<file path="config.mk">
export PLATFORM = sky130hd
export DESIGN_NAME = modbus_rtu_single_register_master_top_flat
export DESIGN_NICKNAME = d
export VERILOG_FILES = /design/src/design/mrsm_pkg.sv /design/src/design/mrsm_if.sv /design/src/design/modbus_rtu_single_register_master_top.sv /design/src/design/mrsm_ram.sv /design/src/design/mrsm_ctrl.sv /design/src/design/mrsm_dp.sv /design/src/flat_wrapper.sv
export SDC_FILE = /design/constraint.sdc
export NUM_CORES = 1
export LEC_CHECK = 0
export ABC_AREA = 1
export BUFFER_PORTS_ARGS = -buffer_cell sky130_fd_sc_hd__buf_4
export CELL_PAD_IN_SITES_DETAIL_PLACEMENT = 1
export CELL_PAD_IN_SITES_GLOBAL_PLACEMENT = 1
export CORE_ASPECT_RATIO = 0.75
export CORE_MARGIN = 4
export CORE_UTILIZATION = 25
export DETAILED_ROUTE_END_ITERATION = 8
export GPL_TIMING_DRIVEN = 0
export PLACE_DENSITY_LB_ADDON = 0.08
export SLEW_MARGIN = 10
export SYNTH_ARGS = -nofsm -noshare
export SYNTH_HDL_FRONTEND = slang
export SYNTH_SLANG_ARGS = --single-unit
</file>
<file path="constraint.sdc">
create_clock -name clk_i -period 7.31 [get_ports clk_i]
set_input_delay 1.0965 -clock clk_i [delete_from_list [all_inputs] [get_ports clk_i]]
set_output_delay 1.0965 -clock clk_i [all_outputs]
set_load 0.01 [all_outputs]
</file>
<file path="src/design/mrsm_pkg.sv">
`timescale 1ns / 1ps
package mrsm_pkg;

  // reply buffer depth and derived widths
  localparam int RX_BUFFER_BYTES = 32;
  localparam int RX_AW = $clog2(RX_BUFFER_BYTES);
  localparam int RX_CW = $clog2(RX_BUFFER_BYTES + 1);

  // input command codes
  localparam logic [1:0] CMD_START_READ  = 2'd0;
  localparam logic [1:0] CMD_START_WRITE = 2'd1;
  localparam logic [1:0] CMD_RX_BYTE     = 2'd2;
  localparam logic [1:0] CMD_TICK        = 2'd3;

  // frame constants
  localparam logic [7:0]  FUNC_READ  = 8'h03;
  localparam logic [7:0]  FUNC_WRITE = 8'h06;
  localparam logic [15:0] CRC_INIT   = 16'hFFFF;
  localparam logic [15:0] CRC_POLY   = 16'hA001;
  localparam logic [7:0]  READ_MIN_LEN  = 8'd7;
  localparam logic [7:0]  WRITE_MIN_LEN = 8'd8;

  // register map
  localparam int APB_AW = 5;
  localparam logic [2:0] REG_SLAVE_ADDR  = 3'd0;
  localparam logic [2:0] REG_READ_TMO    = 3'd1;
  localparam logic [2:0] REG_WRITE_TMO   = 3'd2;
  localparam logic [2:0] REG_RETRY       = 3'd3;
  localparam logic [2:0] REG_FRAME_GAP   = 3'd4;
  localparam logic [2:0] REG_READ_PAUSE  = 3'd5;
  localparam logic [2:0] REG_WRITE_PAUSE = 3'd6;

  typedef struct packed {
    logic [7:0]  slave_address;
    logic [15:0] read_timeout_ticks;
    logic [15:0] write_timeout_ticks;
    logic [7:0]  retry_count;
    logic [7:0]  frame_gap_ticks;
    logic [7:0]  read_pause_ticks;
    logic [7:0]  write_pause_ticks;
  } cfg_t;

  // controller to datapath commands
  typedef struct packed {
    logic accept;
    logic start_load;
    logic send_init;
    logic send_step;
    logic rx_open;
    logic byte_store;
    logic tick_rx;
    logic pause_begin;
    logic pause_dec;
    logic attempt_dec;
    logic chk_start;
    logic chk_step;
    logic emit_fin;
    logic fin_fail;
  } ctrl_cmd_t;

  // datapath to controller status
  typedef struct packed {
    logic [1:0] command;
    logic       count_lt_n;
    logic       count_last;
    logic       rx_end;
    logic       pause_zero;
    logic       attempts_zero;
    logic       limit_zero;
    logic       send_last;
    logic       short_reply;
    logic       chk_done;
    logic       reply_ok;
    logic       out_free;
  } dp_sts_t;

  // one byte through the reflected crc-16
  function automatic logic [15:0] crc_byte(input logic [15:0] crc, input logic [7:0] b);
    logic [15:0] c;
    c = crc ^ {8'h00, b};
    for (int i = 0; i < 8; i++) begin
      c = c[0] ? ((c >> 1) ^ CRC_POLY) : (c >> 1);
    end
    return c;
  endfunction

endpackage

</file>
<file path="src/design/mrsm_if.sv">
`timescale 1ns / 1ps
interface mrsm_in_if;
  logic        valid;
  logic        ready;
  logic [1:0]  command;
  logic [15:0] register_address;
  logic [15:0] write_value;
  logic [7:0]  received_byte;
  modport source (output valid, command, register_address, write_value, received_byte,
                  input ready);
  modport sink (input valid, command, register_address, write_value, received_byte,
                output ready);
endinterface

interface mrsm_out_if;
  logic        valid;
  logic        ready;
  logic        result_kind;
  logic [7:0]  transmit_byte;
  logic        last_of_run;
  logic        status;
  logic [15:0] read_data;
  modport source (output valid, result_kind, transmit_byte, last_of_run, status, read_data,
                  input ready);
  modport sink (input valid, result_kind, transmit_byte, last_of_run, status, read_data,
                output ready);
endinterface

</file>
<file path="src/design/modbus_rtu_single_register_master_top.sv">
`timescale 1ns / 1ps
// a start is accepted and evaluated, then the request goes out at one byte per cycle
// while the output is taken; a received byte or tick is accepted, then evaluated
// a completed reply is read back from the buffer ram, one byte per cycle
// one item at a time; the buffer ram read port and the crc unit set the check time
// reset (async, active low): registers to defaults, idle, no result pending
module modbus_rtu_single_register_master_top (
  input  logic                         clk_i,
  input  logic                         rst_ni,
  mrsm_in_if.sink                      in_if,
  mrsm_out_if.source                   out_if,
  input  logic                         psel,
  input  logic                         penable,
  input  logic                         pwrite,
  input  logic [mrsm_pkg::APB_AW-1:0]  paddr,
  input  logic [31:0]                  pwdata,
  output logic [31:0]                  prdata,
  output logic                         pready
);
  import mrsm_pkg::*;

  cfg_t       cfg_q;
  ctrl_cmd_t  cmd;
  dp_sts_t    sts;
  logic [2:0] reg_idx;

  assign pready  = 1'b1;
  assign reg_idx = paddr[4:2];

  // configuration register writes
  always_ff @(posedge clk_i or negedge rst_ni) begin
    if (!rst_ni) begin
      cfg_q.slave_address       <= 8'd1;
      cfg_q.read_timeout_ticks  <= 16'd300;
      cfg_q.write_timeout_ticks <= 16'd1000;
      cfg_q.retry_count         <= 8'd2;
      cfg_q.frame_gap_ticks     <= 8'd20;
      cfg_q.read_pause_ticks    <= 8'd15;
      cfg_q.write_pause_ticks   <= 8'd100;
    end else if (psel && penable && pwrite) begin
      case (reg_idx)
        REG_SLAVE_ADDR:  cfg_q.slave_address       <= pwdata[7:0];
        REG_READ_TMO:    cfg_q.read_timeout_ticks  <= pwdata[15:0];
        REG_WRITE_TMO:   cfg_q.write_timeout_ticks <= pwdata[15:0];
        REG_RETRY:       cfg_q.retry_count         <= pwdata[7:0];
        REG_FRAME_GAP:   cfg_q.frame_gap_ticks     <= pwdata[7:0];
        REG_READ_PAUSE:  cfg_q.read_pause_ticks    <= pwdata[7:0];
        REG_WRITE_PAUSE: cfg_q.write_pause_ticks   <= pwdata[7:0];
        default: ;
      endcase
    end
  end

  // register read back
  always_comb begin
    case (reg_idx)
      REG_SLAVE_ADDR:  prdata = {24'h0, cfg_q.slave_address};
      REG_READ_TMO:    prdata = {16'h0, cfg_q.read_timeout_ticks};
      REG_WRITE_TMO:   prdata = {16'h0, cfg_q.write_timeout_ticks};
      REG_RETRY:       prdata = {24'h0, cfg_q.retry_count};
      REG_FRAME_GAP:   prdata = {24'h0, cfg_q.frame_gap_ticks};
      REG_READ_PAUSE:  prdata = {24'h0, cfg_q.read_pause_ticks};
      REG_WRITE_PAUSE: prdata = {24'h0, cfg_q.write_pause_ticks};
      default:         prdata = 32'h0;
    endcase
  end

  mrsm_ctrl u_ctrl (
    .clk_i     (clk_i),
    .rst_ni    (rst_ni),
    .in_valid_i(in_if.valid),
    .in_ready_o(in_if.ready),
    .sts_i     (sts),
    .cmd_o     (cmd)
  );

  mrsm_dp u_dp (
    .clk_i             (clk_i),
    .rst_ni            (rst_ni),
    .cfg_i             (cfg_q),
    .cmd_i             (cmd),
    .sts_o             (sts),
    .command_i         (in_if.command),
    .register_address_i(in_if.register_address),
    .write_value_i     (in_if.write_value),
    .received_byte_i   (in_if.received_byte),
    .out_ready_i       (out_if.ready),
    .out_valid_o       (out_if.valid),
    .result_kind_o     (out_if.result_kind),
    .transmit_byte_o   (out_if.transmit_byte),
    .last_of_run_o     (out_if.last_of_run),
    .status_o          (out_if.status),
    .read_data_o       (out_if.read_data)
  );

endmodule

</file>
<file path="src/design/mrsm_ram.sv">
`timescale 1ns / 1ps
module mrsm_ram #(
  parameter int WIDTH = 8,
  parameter int DEPTH = 32
) (
  input  logic                     clk_i,
  input  logic                     we_i,
  input  logic [$clog2(DEPTH)-1:0] waddr_i,
  input  logic [WIDTH-1:0]         wdata_i,
  input  logic [$clog2(DEPTH)-1:0] raddr_i,
  output logic [WIDTH-1:0]         rdata_o
);

  logic [WIDTH-1:0] mem_q [DEPTH];

  // one write port, registered read port
  always_ff @(posedge clk_i) begin
    if (we_i) begin
      mem_q[waddr_i] <= wdata_i;
    end
    rdata_o <= mem_q[raddr_i];
  end

endmodule

</file>
<file path="src/design/mrsm_ctrl.sv">
`timescale 1ns / 1ps
module mrsm_ctrl (
  input  logic                clk_i,
  input  logic                rst_ni,
  input  logic                in_valid_i,
  output logic                in_ready_o,
  input  mrsm_pkg::dp_sts_t   sts_i,
  output mrsm_pkg::ctrl_cmd_t cmd_o
);
  import mrsm_pkg::*;

  typedef enum logic [6:0] {
    ST_WAIT     = 7'b0000001,
    ST_EVAL     = 7'b0000010,
    ST_SEND     = 7'b0000100,
    ST_CHKBEGIN = 7'b0001000,
    ST_CHECK    = 7'b0010000,
    ST_JUDGE    = 7'b0100000,
    ST_FIN      = 7'b1000000
  } state_e;

  typedef enum logic [2:0] {
    PH_IDLE  = 3'b001,
    PH_RX    = 3'b010,
    PH_PAUSE = 3'b100
  } phase_e;

  state_e state_q, state_d;
  phase_e phase_q, phase_d;
  logic   fail_q, fail_d;

  assign in_ready_o = (state_q == ST_WAIT);

  // next state and command decode
  always_comb begin
    state_d = state_q;
    phase_d = phase_q;
    fail_d  = fail_q;
    cmd_o   = '0;
    cmd_o.fin_fail = fail_q;
    case (state_q)
      ST_WAIT: begin
        if (in_valid_i) begin
          cmd_o.accept = 1'b1;
          state_d = ST_EVAL;
        end
      end
      ST_EVAL: begin
        state_d = ST_WAIT;
        case (sts_i.command)
          CMD_START_READ, CMD_START_WRITE: begin
            if (phase_q == PH_IDLE) begin
              cmd_o.start_load = 1'b1;
              cmd_o.send_init  = 1'b1;
              state_d = ST_SEND;
            end
          end
          CMD_RX_BYTE: begin
            if (phase_q == PH_RX && sts_i.count_lt_n) begin
              cmd_o.byte_store = 1'b1;
              if (sts_i.count_last) begin
                state_d = ST_CHKBEGIN;
              end
            end
          end
          CMD_TICK: begin
            if (phase_q == PH_RX) begin
              cmd_o.tick_rx = 1'b1;
              if (sts_i.rx_end) begin
                state_d = ST_CHKBEGIN;
              end
            end else if (phase_q == PH_PAUSE) begin
              cmd_o.pause_dec = 1'b1;
              if (sts_i.pause_zero) begin
                if (!sts_i.attempts_zero) begin
                  cmd_o.attempt_dec = 1'b1;
                  cmd_o.send_init   = 1'b1;
                  state_d = ST_SEND;
                end else begin
                  fail_d  = 1'b1;
                  phase_d = PH_IDLE;
                  state_d = ST_FIN;
                end
              end
            end
          end
          default: state_d = ST_WAIT;
        endcase
      end
      ST_SEND: begin
        if (sts_i.out_free) begin
          cmd_o.send_step = 1'b1;
          if (sts_i.send_last) begin
            cmd_o.rx_open = 1'b1;
            phase_d = PH_RX;
            if (sts_i.limit_zero) begin
              cmd_o.pause_begin = 1'b1;
              phase_d = PH_PAUSE;
            end
            state_d = ST_WAIT;
          end
        end
      end
      ST_CHKBEGIN: begin
        if (sts_i.short_reply) begin
          cmd_o.pause_begin = 1'b1;
          phase_d = PH_PAUSE;
          state_d = ST_WAIT;
        end else begin
          cmd_o.chk_start = 1'b1;
          state_d = ST_CHECK;
        end
      end
      ST_CHECK: begin
        cmd_o.chk_step = 1'b1;
        if (sts_i.chk_done) begin
          state_d = ST_JUDGE;
        end
      end
      ST_JUDGE: begin
        if (sts_i.reply_ok) begin
          fail_d  = 1'b0;
          phase_d = PH_IDLE;
          state_d = ST_FIN;
        end else begin
          cmd_o.pause_begin = 1'b1;
          phase_d = PH_PAUSE;
          state_d = ST_WAIT;
        end
      end
      ST_FIN: begin
        if (sts_i.out_free) begin
          cmd_o.emit_fin = 1'b1;
          state_d = ST_WAIT;
        end
      end
      default: state_d = ST_WAIT;
    endcase
  end

  // state registers
  always_ff @(posedge clk_i or negedge rst_ni) begin
    if (!rst_ni) begin
      state_q <= ST_WAIT;
      phase_q <= PH_IDLE;
      fail_q  <= 1'b0;
    end else begin
      state_q <= state_d;
      phase_q <= phase_d;
      fail_q  <= fail_d;
    end
  end

endmodule

</file>
<file path="src/design/mrsm_dp.sv">
`timescale 1ns / 1ps
module mrsm_dp (
  input  logic                clk_i,
  input  logic                rst_ni,
  input  mrsm_pkg::cfg_t      cfg_i,
  input  mrsm_pkg::ctrl_cmd_t cmd_i,
  output mrsm_pkg::dp_sts_t   sts_o,
  input  logic [1:0]          command_i,
  input  logic [15:0]         register_address_i,
  input  logic [15:0]         write_value_i,
  input  logic [7:0]          received_byte_i,
  input  logic                out_ready_i,
  output logic                out_valid_o,
  output logic                result_kind_o,
  output logic [7:0]          transmit_byte_o,
  output logic                last_of_run_o,
  output logic                status_o,
  output logic [15:0]         read_data_o
);
  import mrsm_pkg::*;

  // latched input item
  logic [1:0]  it_cmd_q;
  logic [15:0] it_addr_q, it_val_q;
  logic [7:0]  it_byte_q;

  // transaction state
  logic             op_wr_q;
  logic [15:0]      h_addr_q, h_val_q;
  logic [7:0]       attempts_q;
  logic [15:0]      window_q;
  logic [7:0]       silence_q, pause_q;
  logic [RX_CW-1:0] count_q;
  logic [2:0]       k_q;
  logic [15:0]      crc_q;

  // reply check state
  logic [RX_CW-1:0] sweep_q, rdidx_q;
  logic             rdv_q;
  logic [7:0]       b0_q, b1_q, b3_q, b4_q, glo_q, ghi_q;
  logic [7:0]       rdata;

  // output register
  logic        out_vld_q, kind_q, last_q, stat_q;
  logic [7:0]  byte_q;
  logic [15:0] data_q;

  logic [15:0] limit, win_inc;
  logic [7:0]  sil_inc, pause_nxt, func, tx_byte;
  logic [7:0]  min_len;
  logic        out_free;

  assign limit     = op_wr_q ? cfg_i.write_timeout_ticks : cfg_i.read_timeout_ticks;
  assign func      = op_wr_q ? FUNC_WRITE : FUNC_READ;
  assign min_len   = op_wr_q ? WRITE_MIN_LEN : READ_MIN_LEN;
  assign win_inc   = (window_q == 16'hFFFF) ? window_q : window_q + 16'd1;
  assign sil_inc   = (silence_q == 8'hFF) ? silence_q : silence_q + 8'd1;
  assign pause_nxt = (pause_q != 8'd0) ? pause_q - 8'd1 : 8'd0;
  assign out_free  = !out_vld_q || out_ready_i;

  // request frame byte selection
  always_comb begin
    case (k_q)
      3'd0:    tx_byte = cfg_i.slave_address;
      3'd1:    tx_byte = func;
      3'd2:    tx_byte = h_addr_q[15:8];
      3'd3:    tx_byte = h_addr_q[7:0];
      3'd4:    tx_byte = op_wr_q ? h_val_q[15:8] : 8'h00;
      3'd5:    tx_byte = op_wr_q ? h_val_q[7:0] : 8'h01;
      3'd6:    tx_byte = crc_q[7:0];
      default: tx_byte = crc_q[15:8];
    endcase
  end

  // status to the controller
  always_comb begin
    sts_o.command       = it_cmd_q;
    sts_o.count_lt_n    = count_q < RX_CW'(RX_BUFFER_BYTES);
    sts_o.count_last    = count_q == RX_CW'(RX_BUFFER_BYTES - 1);
    sts_o.rx_end        = (win_inc >= limit) ||
                          ((count_q != '0) && (silence_q >= cfg_i.frame_gap_ticks));
    sts_o.pause_zero    = pause_nxt == 8'd0;
    sts_o.attempts_zero = attempts_q == 8'd0;
    sts_o.limit_zero    = limit == 16'd0;
    sts_o.send_last     = k_q == 3'd7;
    sts_o.short_reply   = {{(9 - RX_CW){1'b0}}, count_q} < {1'b0, min_len};
    sts_o.chk_done      = rdv_q && (rdidx_q == count_q - RX_CW'(1));
    sts_o.reply_ok      = (b0_q == cfg_i.slave_address) && (b1_q == func) &&
                          (crc_q == {ghi_q, glo_q});
    sts_o.out_free      = out_free;
  end

  // reply buffer
  mrsm_ram #(
    .WIDTH(8),
    .DEPTH(RX_BUFFER_BYTES)
  ) u_buf (
    .clk_i  (clk_i),
    .we_i   (cmd_i.byte_store),
    .waddr_i(count_q[RX_AW-1:0]),
    .wdata_i(it_byte_q),
    .raddr_i(sweep_q[RX_AW-1:0]),
    .rdata_o(rdata)
  );

  // item, counters, crc and capture registers
  always_ff @(posedge clk_i or negedge rst_ni) begin
    if (!rst_ni) begin
      op_wr_q    <= 1'b0;
      attempts_q <= '0;
      window_q   <= '0;
      silence_q  <= '0;
      pause_q    <= '0;
      count_q    <= '0;
      k_q        <= '0;
      sweep_q    <= '0;
      rdv_q      <= 1'b0;
    end else begin
      if (cmd_i.start_load) begin
        op_wr_q    <= it_cmd_q == CMD_START_WRITE;
        attempts_q <= cfg_i.retry_count;
      end
      if (cmd_i.attempt_dec) attempts_q <= attempts_q - 8'd1;
      if (cmd_i.send_init) k_q <= '0;
      if (cmd_i.send_step) k_q <= k_q + 3'd1;
      if (cmd_i.rx_open) begin
        count_q   <= '0;
        window_q  <= '0;
        silence_q <= '0;
      end
      if (cmd_i.byte_store) begin
        count_q   <= count_q + RX_CW'(1);
        silence_q <= '0;
      end
      if (cmd_i.tick_rx) begin
        window_q  <= win_inc;
        silence_q <= sil_inc;
      end
      if (cmd_i.pause_begin) begin
        pause_q <= op_wr_q ? cfg_i.write_pause_ticks : cfg_i.read_pause_ticks;
      end
      if (cmd_i.pause_dec) pause_q <= pause_nxt;
      if (cmd_i.chk_start) begin
        sweep_q <= '0;
        rdv_q   <= 1'b0;
      end else if (cmd_i.chk_step) begin
        if (sweep_q < count_q) begin
          sweep_q <= sweep_q + RX_CW'(1);
          rdv_q   <= 1'b1;
        end else begin
          rdv_q <= 1'b0;
        end
      end
    end
  end

  // payload registers
  always_ff @(posedge clk_i) begin
    if (cmd_i.accept) begin
      it_cmd_q  <= command_i;
      it_addr_q <= register_address_i;
      it_val_q  <= write_value_i;
      it_byte_q <= received_byte_i;
    end
    if (cmd_i.start_load) begin
      h_addr_q <= it_addr_q;
      h_val_q  <= (it_cmd_q == CMD_START_WRITE) ? it_val_q : 16'h0000;
    end
    if (cmd_i.chk_step) rdidx_q <= sweep_q;
    // crc over the request, then over the reply
    if (cmd_i.send_init || cmd_i.chk_start) begin
      crc_q <= CRC_INIT;
    end else if (cmd_i.send_step && k_q < 3'd6) begin
      crc_q <= crc_byte(crc_q, tx_byte);
    end else if (cmd_i.chk_step && rdv_q && rdidx_q < count_q - RX_CW'(2)) begin
      crc_q <= crc_byte(crc_q, rdata);
    end
    // capture header, data and received crc
    if (cmd_i.chk_step && rdv_q) begin
      if (rdidx_q == RX_CW'(0)) b0_q <= rdata;
      if (rdidx_q == RX_CW'(1)) b1_q <= rdata;
      if (rdidx_q == RX_CW'(3)) b3_q <= rdata;
      if (rdidx_q == RX_CW'(4)) b4_q <= rdata;
      if (rdidx_q == count_q - RX_CW'(2)) glo_q <= rdata;
      if (rdidx_q == count_q - RX_CW'(1)) ghi_q <= rdata;
    end
  end

  // output register, parts result side from the work
  always_ff @(posedge clk_i or negedge rst_ni) begin
    if (!rst_ni) begin
      out_vld_q <= 1'b0;
    end else if (cmd_i.send_step || cmd_i.emit_fin) begin
      out_vld_q <= 1'b1;
    end else if (out_ready_i) begin
      out_vld_q <= 1'b0;
    end
  end

  always_ff @(posedge clk_i) begin
    if (cmd_i.send_step) begin
      kind_q <= 1'b0;
      byte_q <= tx_byte;
      last_q <= k_q == 3'd7;
      stat_q <= 1'b0;
      data_q <= 16'h0000;
    end else if (cmd_i.emit_fin) begin
      kind_q <= 1'b1;
      byte_q <= 8'h00;
      last_q <= 1'b1;
      stat_q <= cmd_i.fin_fail;
      data_q <= (cmd_i.fin_fail || op_wr_q) ? 16'h0000 : {b3_q, b4_q};
    end
  end

  assign out_valid_o     = out_vld_q;
  assign result_kind_o   = kind_q;
  assign transmit_byte_o = byte_q;
  assign last_of_run_o   = last_q;
  assign status_o        = stat_q;
  assign read_data_o     = data_q;

endmodule

</file>
<file path="src/flat_wrapper.sv">
// flat-port wrapper written by rule: the top's interface ports become plain ports
module modbus_rtu_single_register_master_top_flat import mrsm_pkg::*;
  (clk_i, rst_ni, psel, penable, pwrite, paddr, pwdata, prdata, pready, in_if_valid, in_if_command, in_if_register_address, in_if_write_value, in_if_received_byte, in_if_ready, out_if_valid, out_if_result_kind, out_if_transmit_byte, out_if_last_of_run, out_if_status, out_if_read_data, out_if_ready);
  mrsm_in_if in_if_i ();
  mrsm_out_if out_if_i ();
  input  logic clk_i;
  input  logic rst_ni;
  input  logic psel;
  input  logic penable;
  input  logic pwrite;
  input  logic [mrsm_pkg::APB_AW-1:0] paddr;
  input  logic [31:0] pwdata;
  output logic [31:0] prdata;
  output logic pready;
  input wire logic [$bits(in_if_i.valid)-1:0] in_if_valid;
  input wire logic [$bits(in_if_i.command)-1:0] in_if_command;
  input wire logic [$bits(in_if_i.register_address)-1:0] in_if_register_address;
  input wire logic [$bits(in_if_i.write_value)-1:0] in_if_write_value;
  input wire logic [$bits(in_if_i.received_byte)-1:0] in_if_received_byte;
  output wire logic [$bits(in_if_i.ready)-1:0] in_if_ready;
  output wire logic [$bits(out_if_i.valid)-1:0] out_if_valid;
  output wire logic [$bits(out_if_i.result_kind)-1:0] out_if_result_kind;
  output wire logic [$bits(out_if_i.transmit_byte)-1:0] out_if_transmit_byte;
  output wire logic [$bits(out_if_i.last_of_run)-1:0] out_if_last_of_run;
  output wire logic [$bits(out_if_i.status)-1:0] out_if_status;
  output wire logic [$bits(out_if_i.read_data)-1:0] out_if_read_data;
  input wire logic [$bits(out_if_i.ready)-1:0] out_if_ready;
  assign in_if_i.valid = in_if_valid;
  assign in_if_i.command = in_if_command;
  assign in_if_i.register_address = in_if_register_address;
  assign in_if_i.write_value = in_if_write_value;
  assign in_if_i.received_byte = in_if_received_byte;
  assign in_if_ready = in_if_i.ready;
  assign out_if_valid = out_if_i.valid;
  assign out_if_result_kind = out_if_i.result_kind;
  assign out_if_transmit_byte = out_if_i.transmit_byte;
  assign out_if_last_of_run = out_if_i.last_of_run;
  assign out_if_status = out_if_i.status;
  assign out_if_read_data = out_if_i.read_data;
  assign out_if_i.ready = out_if_ready;
  modbus_rtu_single_register_master_top u_core (.clk_i(clk_i), .rst_ni(rst_ni), .in_if(in_if_i), .out_if(out_if_i), .psel(psel), .penable(penable), .pwrite(pwrite), .paddr(paddr), .pwdata(pwdata), .prdata(prdata), .pready(pready));
endmodule
</file>
**After elaboration in Yosys (flattened, before gate mapping)**

Memories as Yosys holds them, arrays and structs flattened. A register that Yosys moved wholly into a read port is not among the register bits.
Cells that the tools add are included.

- Register bits: 312
- Bits in writable memories: 256
- Input bits: 86
- Logic and storage cells: 306
- Memories: 1

- Add/sub/neg operators: 9
- Order comparisons: 7
- Equal/unequal tests: 50
- Multiplexer cells: 125
- Bitwise operators: 18
- Reductions and logical operators: 57

Memories:

| name | words | bits a word | rd ports | clocked after memory_dff | wr ports | RTL line | text |
|---|---|---|---|---|---|---|---|
| u_core.u_dp.u_buf.mem_q | 32 | 8 | 1 | 1 | 1 | mrsm_ram.sv:14 | `logic [WIDTH-1:0] mem_q [DEPTH];` |

Operators with widths:

| operator | count |
|---|---|
| $mux 16 | 23 |
| $mux 8 | 14 |
| $pmux 16 s7 | 1 |
| $mux 7 | 11 |
| $pmux 8 s7 | 1 |
| $pmux 7 s7 | 1 |
| $not 2->3 | 16 |
| $mux 3 | 14 |
| $mux 1 | 37 |
| $xor 16x8->16 | 2 |
| $mux 6 | 5 |
| $reduce_and 2->1 | 15 |
| $eq 3x3->1 const B | 8 |
| $reduce_bool 2->1 | 11 |
| $pmux 7 s3 | 1 |
| $mux 2 | 9 |
| $add 16x1->16 const B | 1 |
| $eq 16x16->1 | 1 |
| $eq 16x16->1 const B | 1 |
| $ge 16x16->1 | 1 |
| $logic_not 16->1 | 1 |
| $logic_not 8->1 | 2 |
| $sub 8x1->8 const B | 2 |
| $eq 3x2->1 const B | 5 |
| other kinds (49) | 83 |

**Logic depth before layout (Yosys ltp)**

Gate-level depths: netlist of run 1.

- Depth in word-level cells: 20
- Depth in mapped cells: 26

**Modules after synthesis**

Synthesis of run 1 repeated with hierarchy kept, for this count alone.

- Cell total of the unflattened synthesis: 2787
- Area, all modules: 27224.9 um2

Modules (own cells, without submodules):

| module | times used | cells each | area each (um2) |
|---|---|---|---|
| mrsm_dp | 1 | 1260 | 11823.8 |
| mrsm_ram | 1 | 922 | 10786.6 |
| modbus_rtu_single_register_master_top | 1 | 463 | 3734.8 |
| mrsm_ctrl | 1 | 142 | 879.6 |

**Least setup slack after synthesis of run 1**

OpenSTA, ideal clock, no wires.

- Path type: reg2reg
- From: reg u_core.u_dp.count_q[2] (netlist name)
- To: reg u_core.u_dp.it_addr_q[0], enable pin
- Setup time: 442 ps
- Arrival: 3647 ps
- Slack: 3222 ps
- Cell stages (with the launch flop): 11
- Buffers on the path: 1
- Clock period less this slack: 4088 ps
- Path through: dfrtp_1 -> clkbuf_1 -> inv_1 -> ha_1 -> nand2_1 -> o21ai_0 -> a2111oi_0 -> nand3_1 -> nand2_1 -> o2111ai_1 -> nor2_1

RTL lines:

| item | RTL line | text |
|---|---|---|
| end signal, assigned | mrsm_dp.sv:161 | `it_addr_q <= register_address_i;` |
| end, declared | mrsm_dp.sv:24 | `logic [15:0] it_addr_q, it_val_q;` |

**Worst setup path in the final report of run 1**

- From: in paddr[4] (netlist bit)
- To: out prdata[1]

- Longest elaborated chain between the ends: 2
- Elaborated cells between the ends (all ways): 8
- Classes of those cells: 6 x eq/ne; 1 x mux; 1 x reduce/logical

RTL lines:

| item | RTL line | text |
|---|---|---|
| start, declared | flat_wrapper.sv:11 | `input logic [mrsm_pkg::APB_AW-1:0] paddr;` |
| $eq 3x3->1 (tied with other cells) | modbus_rtu_single_register_master_top.sv:56 | `case (reg_idx)` |
| $pmux 16 s7 * | modbus_rtu_single_register_master_top.sv:56 |  |
| end, declared | flat_wrapper.sv:13 | `output logic [31:0] prdata;` |

Mark *: on every way between the ends. The rest lies on a longest branch, timed or not.

==> results of run 1 <==
## area by class of cell
| type | instances | share of cell area |
|---|---|---|
| Buffer | 108 | 0.0162 |
| Clock buffer | 94 | 0.0600 |
| Clock inverter | 31 | 0.0129 |
| Inverter | 287 | 0.0343 |
| Multi-Input combinational cell | 1608 | 0.269 |
| Sequential cell | 576 | 0.516 |
| Tap cell | 1404 | 0.0559 |
| Timing Repair Buffer | 125 | 0.0353 |
## state kept, by name, indices dropped and copies added, names as in the netlist, 16 cells and up
signal,flops
u_core.u_dp.it_addr_q,16
u_core.u_dp.h_addr_q,16
u_core.u_dp.crc_q,16
u_core.u_dp.h_val_q,16
u_core.u_dp.it_val_q,16
u_core.u_dp.window_q,16
u_core.u_dp.read_data_o,16
u_core.u_dp.u_buf.mem_q,256
u_core.cfg_q,72
## per-layer routing
metal | wire, um | GRT usage | share of wire
met1 | 52300 | 0.276 | 0.55
met2 | 37700 | 0.234 | 0.40
met3 | 3770 | 0.0323 | 0.040
met4 | 1320 | 0.0309 | 0.014
met5 | 13 | 0 | 0.00014
## placed cells by master (no fill, tap or decap), types with 5 or more instances in the layout
master	instances
a21oi_1	48
clkinv_2	6
o21a_1	8
buf_2	9
buf_4	131
a32o_1	16
ha_1	58
nor2_2	7
dfxtp_1	42
dfrtp_1	118
clkinv_1	15
o221ai_1	30
xor2_1	28
o21ai_0	327
nor3_1	26
inv_1	274
clkbuf_1	95
inv_2	7
nor2_1	266
buf_16	6
bufinv_16	7
dfstp_2	23
buf_8	5
xnor2_1	21
edfxtp_1	393
o22ai_1	64
clkbuf_16	71
nand2_1	456
o211ai_1	25
nor4_1	11
or2_2	5
nand3_1	95
o2111ai_1	11
nand4_1	30
conb_1	17
## metrics by stage
stage,hold WS [ps],instances,instance area (um^2),utilization,power (mW)
after floorplan,400,2579,26200,-,5.25
after global routing,413,4233,31400,0.303,10.2
after detailed placement,406,4106,29100,0.281,6.17
after CTS,402,4231,31400,0.303,9.76
after global placement,416,4094,28800,0.278,6.07
final,414,4233,31400,0.303,9.64
## kinds of logic after synthesis
family / after synthesis / synth area share
AOI/OAI and AO/OA: 560 / 0.126
xor gates and xnor gates: 49 / 0.0164
adders and majority gates: 58 / 0.0278
buffers and inverters: 395 / 0.0606
DFF: 576 / 0.620
muxes: 2 / 0.000766
other: 2 / 0.000287
and+or+nand+nor: 922 / 0.149
## report_power, final
group	switching [mW]	internal, mW
sequential	0.269	3.93
clock	1.47	2.07
combinational	1.32	0.584
## worst max-delay path, delay by kind of cell
family	cells	cell delay (ps)
AND/OR/NAND/NOR	2	970
buffers and inverters	3	870
AO/OA/AOI/OAI	1	200
## path summary, 6_finish.rpt
kind | start | endpoint | depth (start not counted)
worst max-delay path | paddr[4] | prdata[1] | 6
worst min-delay path | rst_ni | u_core.u_dp.window_q[9]$_DFFE_PN0P_ | 1
worst max register to register | u_core.u_dp.window_q[0]$_DFFE_PN0P_ | u_core.u_ctrl.state_q[0]$_DFFE_PN1P_ | 23
worst min register to register | u_core.u_dp.it_addr_q[10]$_DFFE_PP_ | u_core.u_dp.h_addr_q[10]$_DFFE_PP_ | 0
max in group asynchronous | rst_ni | u_core.cfg_q[64]$_DFFE_PN1P_ | 2
min in group clk_i | u_core.u_dp.it_addr_q[10]$_DFFE_PP_ | u_core.u_dp.h_addr_q[10]$_DFFE_PP_ | 0
==> impl_metrics.json, run 1 <==
{
  "status": "finished clean",
  "rsz0062_at_grt": "false",
  "syn_inst": 2564,
  "grt_max_degree": 83,
  "start_util": 0.253,
  "ant_nets": 0,
  "clk_path_buf_depth": 3,
  "ios": 148,
  "antenna_cells": 0,
  "coreArea_um2": 104000,
  "avgSynthCellArea_um2": 10.2,
  "slew_headroom": 0.237,
  "tightest_slew_ps": 1140,
  "cts_resized": 0,
  "vias_per_cell": 4.66,
  "hold_buffers": 0,
  "overflow": 0,
  "synthesis.area_um2": 26100,
  "h-tree-depth": 3,
  "crit_chain": "clkbuf_1, nor3_1, clkbuf_1, nand2_1, o2111ai_1, buf_4",
  "grt_first_pass_wirelength_um": 139000,
  "min_period_over_period": 0.580,
  "yosysTopAreaCell": "edfxtp_1",
  "firstDrtPassIters": 5,
  "fin_tns_setup_ps": 0,
  "required_ps": 6210,
  "synthToLayoutAreaGrowth_pct": 20.1,
  "vias": 19700,
  "fillCellCount": 11700,
  "clk_latency_ps": 660,
  "setup_ws_ps": 3070,
  "drive_gt1_frac": 0.111,
  "yosysUniqueCellTypes": 63,
  "drc": 0,
  "first_global_vias": 20400,
  "reg2reg_slack_ps": 3170,
  "clkSlewWorstSetupHoldPaths_ps": 60,
  "hold_violations": 0,
  "antenna_found_initial": 5,
  "clock_skew_ps": 52.4,
  "die_w_um": 381,
  "slowest_stage": "nor3_1",
  "maxSlewViolCount": 0,
  "cts-root-buf": "clkbuf_16",
  "synth_top_area_frac": 0.451,
  "synth_area_leaders": "edfxtp_1 (45%), dfrtp_1 (11%), nand2_1 (6.5%)",
  "synthFlopType": "edfxtp_1",
  "dieHeight_um": 288,
  "seq_area_frac_synth": 0.620,
  "ys_ff_latch": 576,
  "cts-buffers-inserted": 69,
  "slowest_delay_ps": 860,
  "fin_crit_ps": 4240,
  "cts_setup_buffers": 0,
  "synth_edf_count": 393,
  "drt_wl_total_um": 95100,
  "synthTopCellsByCount": "nand2_1 (456), edfxtp_1 (393), o21ai_0 (327)",
  "place.port_buffers": 111,
  "crit_fanout": 10,
  "setup_viol": 0,
  "dp_hpwl_um": 70500,
  "p_leak_nw": 12.3,
  "final_nets": 2919,
  "cts_num_sinks": 576,
  "power_density_nw_per_um2": 307,
  "yosys_warnings": 0,
  "globalplace.congestion": 0.827,
  "rows": 102,
  "arrival_ps": 3140,
  "fmax_ghz": 0.236,
  "cts_tree": "built",
  "synthArstFlopShare": 0.245,
  "startpoint_type": "input port",
  "hold_class": "in -> async",
  "wl_per_cell_um": 22.5,
  "drt_iter0_markers": 1463,
  "crit_top_cell": "clkbuf_1",
  "floorplan.die_area_um2": 110000,
  "drv_cap": 0,
  "track_usage": 0.171,
  "crit_type": "in -> out",
  "endpoint_kind": "output pin",
  "multiInputGateArea_um2": 8460,
  "dp_slack_ps": 3060,
  "seq_area_um2": 16200,
  "synth_most_common_cell": "nand2_1",
  "peakVddDrop_mv": 0.167
}
Power figures use the tool's default switching activity.
==> inputs of run 2 (changes only) <==
==> constraint.sdc (replaced) <==
create_clock -name clk_i -period 3.5 [get_ports clk_i]
set_input_delay 0.525 -clock clk_i [delete_from_list [all_inputs] [get_ports clk_i]]
set_output_delay 0.525 -clock clk_i [all_outputs]
set_load 0.01 [all_outputs]
==> run 2 against run 1 <==
Count of clock-buffer cells in the layout down 1. Final cell count up 0.45%. Critical path depth up 1. Sequential power up 110%. Global-route usage up 0.077 points. Critical path type is now reg -> reg. Largest cell class unchanged. Largest power group unchanged.
==> impl_metrics.json, run 2 (synthesis results as in run 1) <==
{
  "status": "finished clean",
  "maxSlewViolCount": 0,
  "rows": 102,
  "min_to": "u_core.u_dp.it_val_q[10]$_DFFE_PP_",
  "tightest_slew_ps": 1190,
  "required_ps": 3760,
  "reg2reg_slack_ps": 110,
  "top_regs": "u_core.u_dp.u_buf.mem_q x256, u_core.cfg_q x72",
  "drive_gt1_frac": 0.140,
  "mostFrequentLayoutCells": "nand2_1 (449), edfxtp_1 (393), o21ai_0 (323)",
  "firstDrtPassIters": 5,
  "slew_headroom": 0.210,
  "setup_viol": 0,
  "rr_worst_depth": 7,
  "timing.rr.end": "u_core.u_dp.u_buf.mem_q[23][4]$_DFFE_PP_",
  "slowest_delay_ps": 710,
  "synthToLayoutAreaGrowth_pct": 21.7,
  "fillCellCount": 11600,
  "globalplace.congestion": 0.811,
  "hold_class": "in -> reg",
  "vias_per_cell": 4.67,
  "largest_reg_flops": 256,
  "power_density_nw_per_um2": 634,
  "fmax_ghz": 0.295,
  "power_mw": 20.2,
  "crit_type": "reg -> reg",
  "final_nets": 2937,
  "coreArea_um2": 104000,
  "overflow": 0,
  "drv_cap": 0,
  "rsz0062_at_grt": "true",
  "dp.cells": 4107,
  "wl_per_cell_um": 22.3,
  "drt_iter0_markers": 1303,
  "antenna_found_initial": 5,
  "p_leak_nw": 12.5,
  "dp_hpwl_um": 70000,
  "track_usage": 0.172,
  "fin_crit_ps": 3390,
  "place.port_buffers": 111,
  "worstHoldStart": "in_if_write_value[10]",
  "vias": 19900,
  "crit_top_cell": "nor2_2",
  "peakVddDrop_mv": 0.475,
  "cts-root-buf": "clkbuf_16",
  "clock_skew_ps": 31.8,
  "endpoint_kind": "register",
  "ios": 148,
  "crit_chain": "nor2_2, nand2_2, nor4_4, nand2_1, nor2_1, clkinv_1, nor2_2",
  "drc": 0,
  "floorplan.die_area_um2": 110000,
  "h-tree-depth": 3,
  "grt_first_pass_wirelength_um": 140000,
  "rr_startpoint": "u_core.u_ctrl.state_q[4]$_DFFE_PN0P_",
  "cts-buffers-inserted": 69,
  "crit_fanout": 10,
  "clk_latency_ps": 650,
  "final_common_cell": "nand2_1",
  "final_cells": 4252,
  "hold_violations": 0,
  "dp_slack_ps": -620,
  "dieHeight_um": 288,
  "clk_path_buf_depth": 3,
  "setup_ws_ps": 113,
  "start_util": 0.253,
  "grt_max_degree": 88,
  "cts_num_sinks": 576,
  "drt_wl_total_um": 95000,
  "hold_path_depth": 1,
  "cts_tree": "built",
  "min_period_over_period": 0.968,
  "startpoint_type": "register",
  "ant_nets": 0,
  "clkSlewWorstSetupHoldPaths_ps": 60,
  "slowest_stage": "nor2_2",
  "largest_register": "u_core.u_dp.u_buf.mem_q",
  "die_w_um": 381,
  "fin_tns_setup_ps": 0,
  "arrival_ps": 3640,
  "first_global_vias": 20600
}
==> run 2: cell count changes in the layout (fill, tap and decap cells not counted), moves of 7 or more <==
cell	before	now
clkbuf_1	95	88
inv_1	274	265
buf_4	131	139
nor2_1	266	234
nand2_1	456	449
dlygate4sd3_1	0	7
nor2_2	7	34
==> run 2: power breakdown <==
group	switching (mW)	internal (mW)	total [mW]
Combinational	2.83	1.40	4.22
Sequential	0.568	8.21	8.78
Clock	2.98	4.19	7.17
==> run 2: worst max-delay path by stage <==
stage                                          from                                  endpoint  slack, ps  depth (start not counted)
6_report       u_core.u_ctrl.state_q[4]$_DFFE_PN0P_  u_core.u_dp.u_buf.mem_q[23][4]$_DFFE_PP_        110                          7
5_1_grt        u_core.u_ctrl.state_q[4]$_DFFE_PN0P_  u_core.u_dp.u_buf.mem_q[17][1]$_DFFE_PP_       -170                          7
4_1_cts        u_core.u_ctrl.state_q[4]$_DFFE_PN0P_  u_core.u_dp.u_buf.mem_q[20][2]$_DFFE_PP_       -100                          7
3_5_place_dp    u_core.u_dp.window_q[0]$_DFFE_PN0P_      u_core.u_ctrl.state_q[0]$_DFFE_PN1P_       -620                         22
3_3_place_gp     u_core.u_dp.count_q[2]$_DFFE_PN0P_        u_core.u_dp.it_val_q[14]$_DFFE_PP_      -1500                         10
2_1_floorplan    u_core.u_dp.count_q[2]$_DFFE_PN0P_        u_core.u_dp.it_addr_q[0]$_DFFE_PP_        100                         10
==> run 2: timing repair <==
item | CTS | global route
buffers inserted | 2 | 9
setup endpoints to repair | 206 | 273
gates resized for setup | 38 | 55
hold buffers | 7 | 0
pin swaps | 4 | 12
gates cloned | 0 | 0
endpoints found under the hold margin | 58 | 0
==> run 2: layout make-up <==
type                    instances  area, um^2  area share
diodes                          1        2.50   0.0000787
plain buffers                 107         510      0.0160
multi-input cells            1608        8700       0.273
clock inverters                32         314     0.00987
repair buffers                144        1330      0.0419
well taps                    1404        1760      0.0552
clock buffers                  93        1900      0.0597
flip-flops and latches        576       16200       0.509
inverters                     287        1100      0.0345
==> run 2: worst max-delay path: cells and delay by family, from the launching register on <==
family        cells  cell delay, ps
buf+inv           1             560
flops             1             400
simple gates      6            2030
==> run 2: stage by stage <==
| step | utilization | hold slack, ps | area, um^2 |
|---|---|---|---|
| 6_report | 0.307 | 59.8 | 31800 |
| 5_1_grt | 0.307 | 7.97 | 31800 |
| 4_1_cts | 0.305 | 0.354 | 31500 |
| 3_5_place_dp | 0.281 | 406 | 29100 |
| 3_3_place_gp | 0.278 | 417 | 28800 |
| 2_1_floorplan | - | 229 | 26200 |
==> run 2: metal layers <==
layer | wire, um | vias up | GRT usage
met2 | 38200 | 373 | 0.239
met4 | 1190 | 0 | 0.0317
met1 | 51100 | 10100 | 0.273
met5 | 0 | - | 0
li1 | - | 9352 | -
met3 | 4580 | 72 | 0.0345
==> inputs of run 3 (changes only) <==
--- a/config.mk
+++ b/config.mk
@@ -6,7 +6,7 @@
 export NUM_CORES = 1
 export LEC_CHECK = 0
 export ABC_AREA = 1
-export BUFFER_PORTS_ARGS = -buffer_cell sky130_fd_sc_hd__buf_4
+export BUFFER_PORTS_ARGS = -buffer_cell sky130_fd_sc_hd__buf_2
 export CELL_PAD_IN_SITES_DETAIL_PLACEMENT = 1
 export CELL_PAD_IN_SITES_GLOBAL_PLACEMENT = 1
 export CORE_ASPECT_RATIO = 0.75
==> run 3 against run 2 <==
Via count increased by 0.82%. Design area decreased by 0.76%. Maximum frequency up 1.0%. Register-to-register slack better by 30 ps. Die area is the same. Clock power decreased by 3.1%. Worst setup slack better by 34 ps. Final cell count is essentially flat. Sequential share of layout area rose by 0.39 points. Combinational power barely moved. Critical path depth is 3 higher. Critical path type unchanged. Largest power group unchanged.
==> impl_metrics.json, run 3 (synthesis results as in run 1) <==
{
  "status": "finished clean",
  "clk_path_buf_depth": 3,
  "mostFrequentLayoutCells": "nand2_1 (449), edfxtp_1 (393), o21ai_0 (322)",
  "globalplace.congestion": 0.807,
  "dp.cells": 4109,
  "ios": 148,
  "cts_num_sinks": 576,
  "startpoint": "u_core.u_dp.op_wr_q$_DFFE_PN0P_",
  "die_w_um": 381,
  "dieHeight_um": 288,
  "final_cells": 4256,
  "firstDrtPassIters": 5,
  "cts_tree": "built",
  "ant_nets": 0,
  "wl_per_cell_um": 22.7,
  "setup_ws_ps": 147,
  "final_nets": 2944,
  "drive_gt1_frac": 0.148,
  "startpoint_type": "register",
  "synthToLayoutAreaGrowth_pct": 20.8,
  "largest_reg_flops": 256,
  "tightest_slew_ps": 1210,
  "h-tree-depth": 3,
  "final_common_cell": "nand2_1",
  "coreArea_um2": 104000,
  "vias": 20000,
  "fin_crit_ps": 3350,
  "floorplan.die_area_um2": 110000,
  "reg2reg_slack_ps": 150,
  "rsz0062_at_grt": "true",
  "min_period_over_period": 0.958,
  "antenna_found_initial": 9,
  "rr_startpoint": "u_core.u_dp.op_wr_q$_DFFE_PN0P_",
  "grt_first_pass_wirelength_um": 142000,
  "crit_fanout": 11,
  "clk_latency_ps": 640,
  "largest_register": "u_core.u_dp.u_buf.mem_q",
  "crit_end": "u_core.u_dp.pause_q[3]$_DFFE_PN0P_",
  "place.port_buffers": 111,
  "dp_hpwl_um": 71000,
  "maxSlewViolCount": 0,
  "power_density_nw_per_um2": 632,
  "drt_iter0_markers": 1201,
  "arrival_ps": 3900,
  "setup_viol": 0,
  "clock_skew_ps": 24.4,
  "first_global_vias": 21000,
  "drv_cap": 0,
  "timing.rr.end": "u_core.u_dp.pause_q[3]$_DFFE_PN0P_",
  "start_util": 0.253,
  "fmax_ghz": 0.298,
  "peakVddDrop_mv": 0.307,
  "slew_headroom": 0.194,
  "rr_worst_depth": 10,
  "p_leak_nw": 12.4,
  "drt_wl_total_um": 96600,
  "hold_violations": 0,
  "overflow": 0,
  "rows": 102,
  "clkSlewWorstSetupHoldPaths_ps": 60,
  "grt_max_degree": 79,
  "top_regs": "u_core.u_dp.u_buf.mem_q x256, u_core.cfg_q x72",
  "drc": 0,
  "required_ps": 4050,
  "cts-buffers-inserted": 69,
  "crit_type": "reg -> reg",
  "hold_class": "in -> reg",
  "track_usage": 0.174,
  "endpoint_kind": "register",
  "dp_slack_ps": -686,
  "cts-root-buf": "clkbuf_16",
  "vias_per_cell": 4.71
}
-- run 3: cell count changes in the layout (fill, tap and decap cells not counted), moves of 6 or more --
cell           delta
a21oi_1           -6
buf_4            -97
dlygate4sd3_1     -6
a21oi_2           +6
buf_2           +109
-- run 3: where the power goes --
part	total, mW	switching (mW)	internal, mW
Combinational	4.23	2.88	1.36
Sequential	8.78	0.573	8.21
Clock	6.95	3.00	3.95
-- run 3: worst min-delay path by stage --
stage                                             start                                  to  slack, ps  cells past startpoint
finish                             in_if_write_value[6]   u_core.u_dp.it_val_q[6]$_DFFE_PP_         60                      1
global route                       in_if_write_value[2]   u_core.u_dp.it_val_q[2]$_DFFE_PP_         20                      1
CTS                              in_if_received_byte[2]  u_core.u_dp.it_byte_q[2]$_DFFE_PP_         10                      1
detailed placement   u_core.u_dp.it_addr_q[9]$_DFFE_PP_   u_core.u_dp.h_addr_q[9]$_DFFE_PP_        410                      0
global placement    u_core.u_dp.it_addr_q[14]$_DFFE_PP_  u_core.u_dp.h_addr_q[14]$_DFFE_PP_        420                      0
floorplan                                        rst_ni         u_core.cfg_q[0]$_DFFE_PN0P_        230                      0
-- run 3: metrics by stage --
step | power, mW | TNS [ps] | hold WS, ps | cell area (um^2) | util
global route | 21.0 | -123 | 16.0 | 31600 | 0.305
detailed placement | 12.9 | -17960 | 406 | 28900 | 0.279
CTS | 20.1 | -5820 | 11.0 | 31200 | 0.301
global placement | 12.6 | -161940 | 416 | 28500 | 0.276
finish | 20.0 | 0 | 61.7 | 31600 | 0.305
floorplan | 11.0 | 0 | 229 | 26200 | -
-- run 3: final cells by class --
class | count | area, um^2
sequential | 576 | 16200
clock buffer | 87 | 1840
fill | 11700 | 71900
multi-input combinational | 1608 | 8790
timing repair buffer | 151 | 1080
tap | 1404 | 1760
inverter | 287 | 1100
buffer | 107 | 517
clock inverter | 34 | 277
antenna | 2 | 5.00
-- run 3: routing by layer --
metal / track usage / part of all wire
met4: 0.0342 / 0.017
met1: 0.274 / 0.54
met2: 0.246 / 0.40
met3: 0.0327 / 0.043
met5: 0 / 0
-- run 3: worst max-delay path, stage by stage, from the launching register on --
cell	delay, ps
dfrtp_1	450
clkbuf_4	260
buf_6	200
buf_2	200
clkdlybuf4s18_2	500
clkbuf_2	360
o21ai_0	840
nand2_1	150
o21ai_0	140
nand2_1	80
o21ai_0	80
-- run 3: what timing repair did --
item / CTS / global route
pin swaps: 6 / 32
setup endpoints to repair: 263 / 266
endpoints found under the hold margin: 61 / 0
setup buffers: 7 / 17
gates resized for setup: 34 / 82
hold buffers: 1 / 0
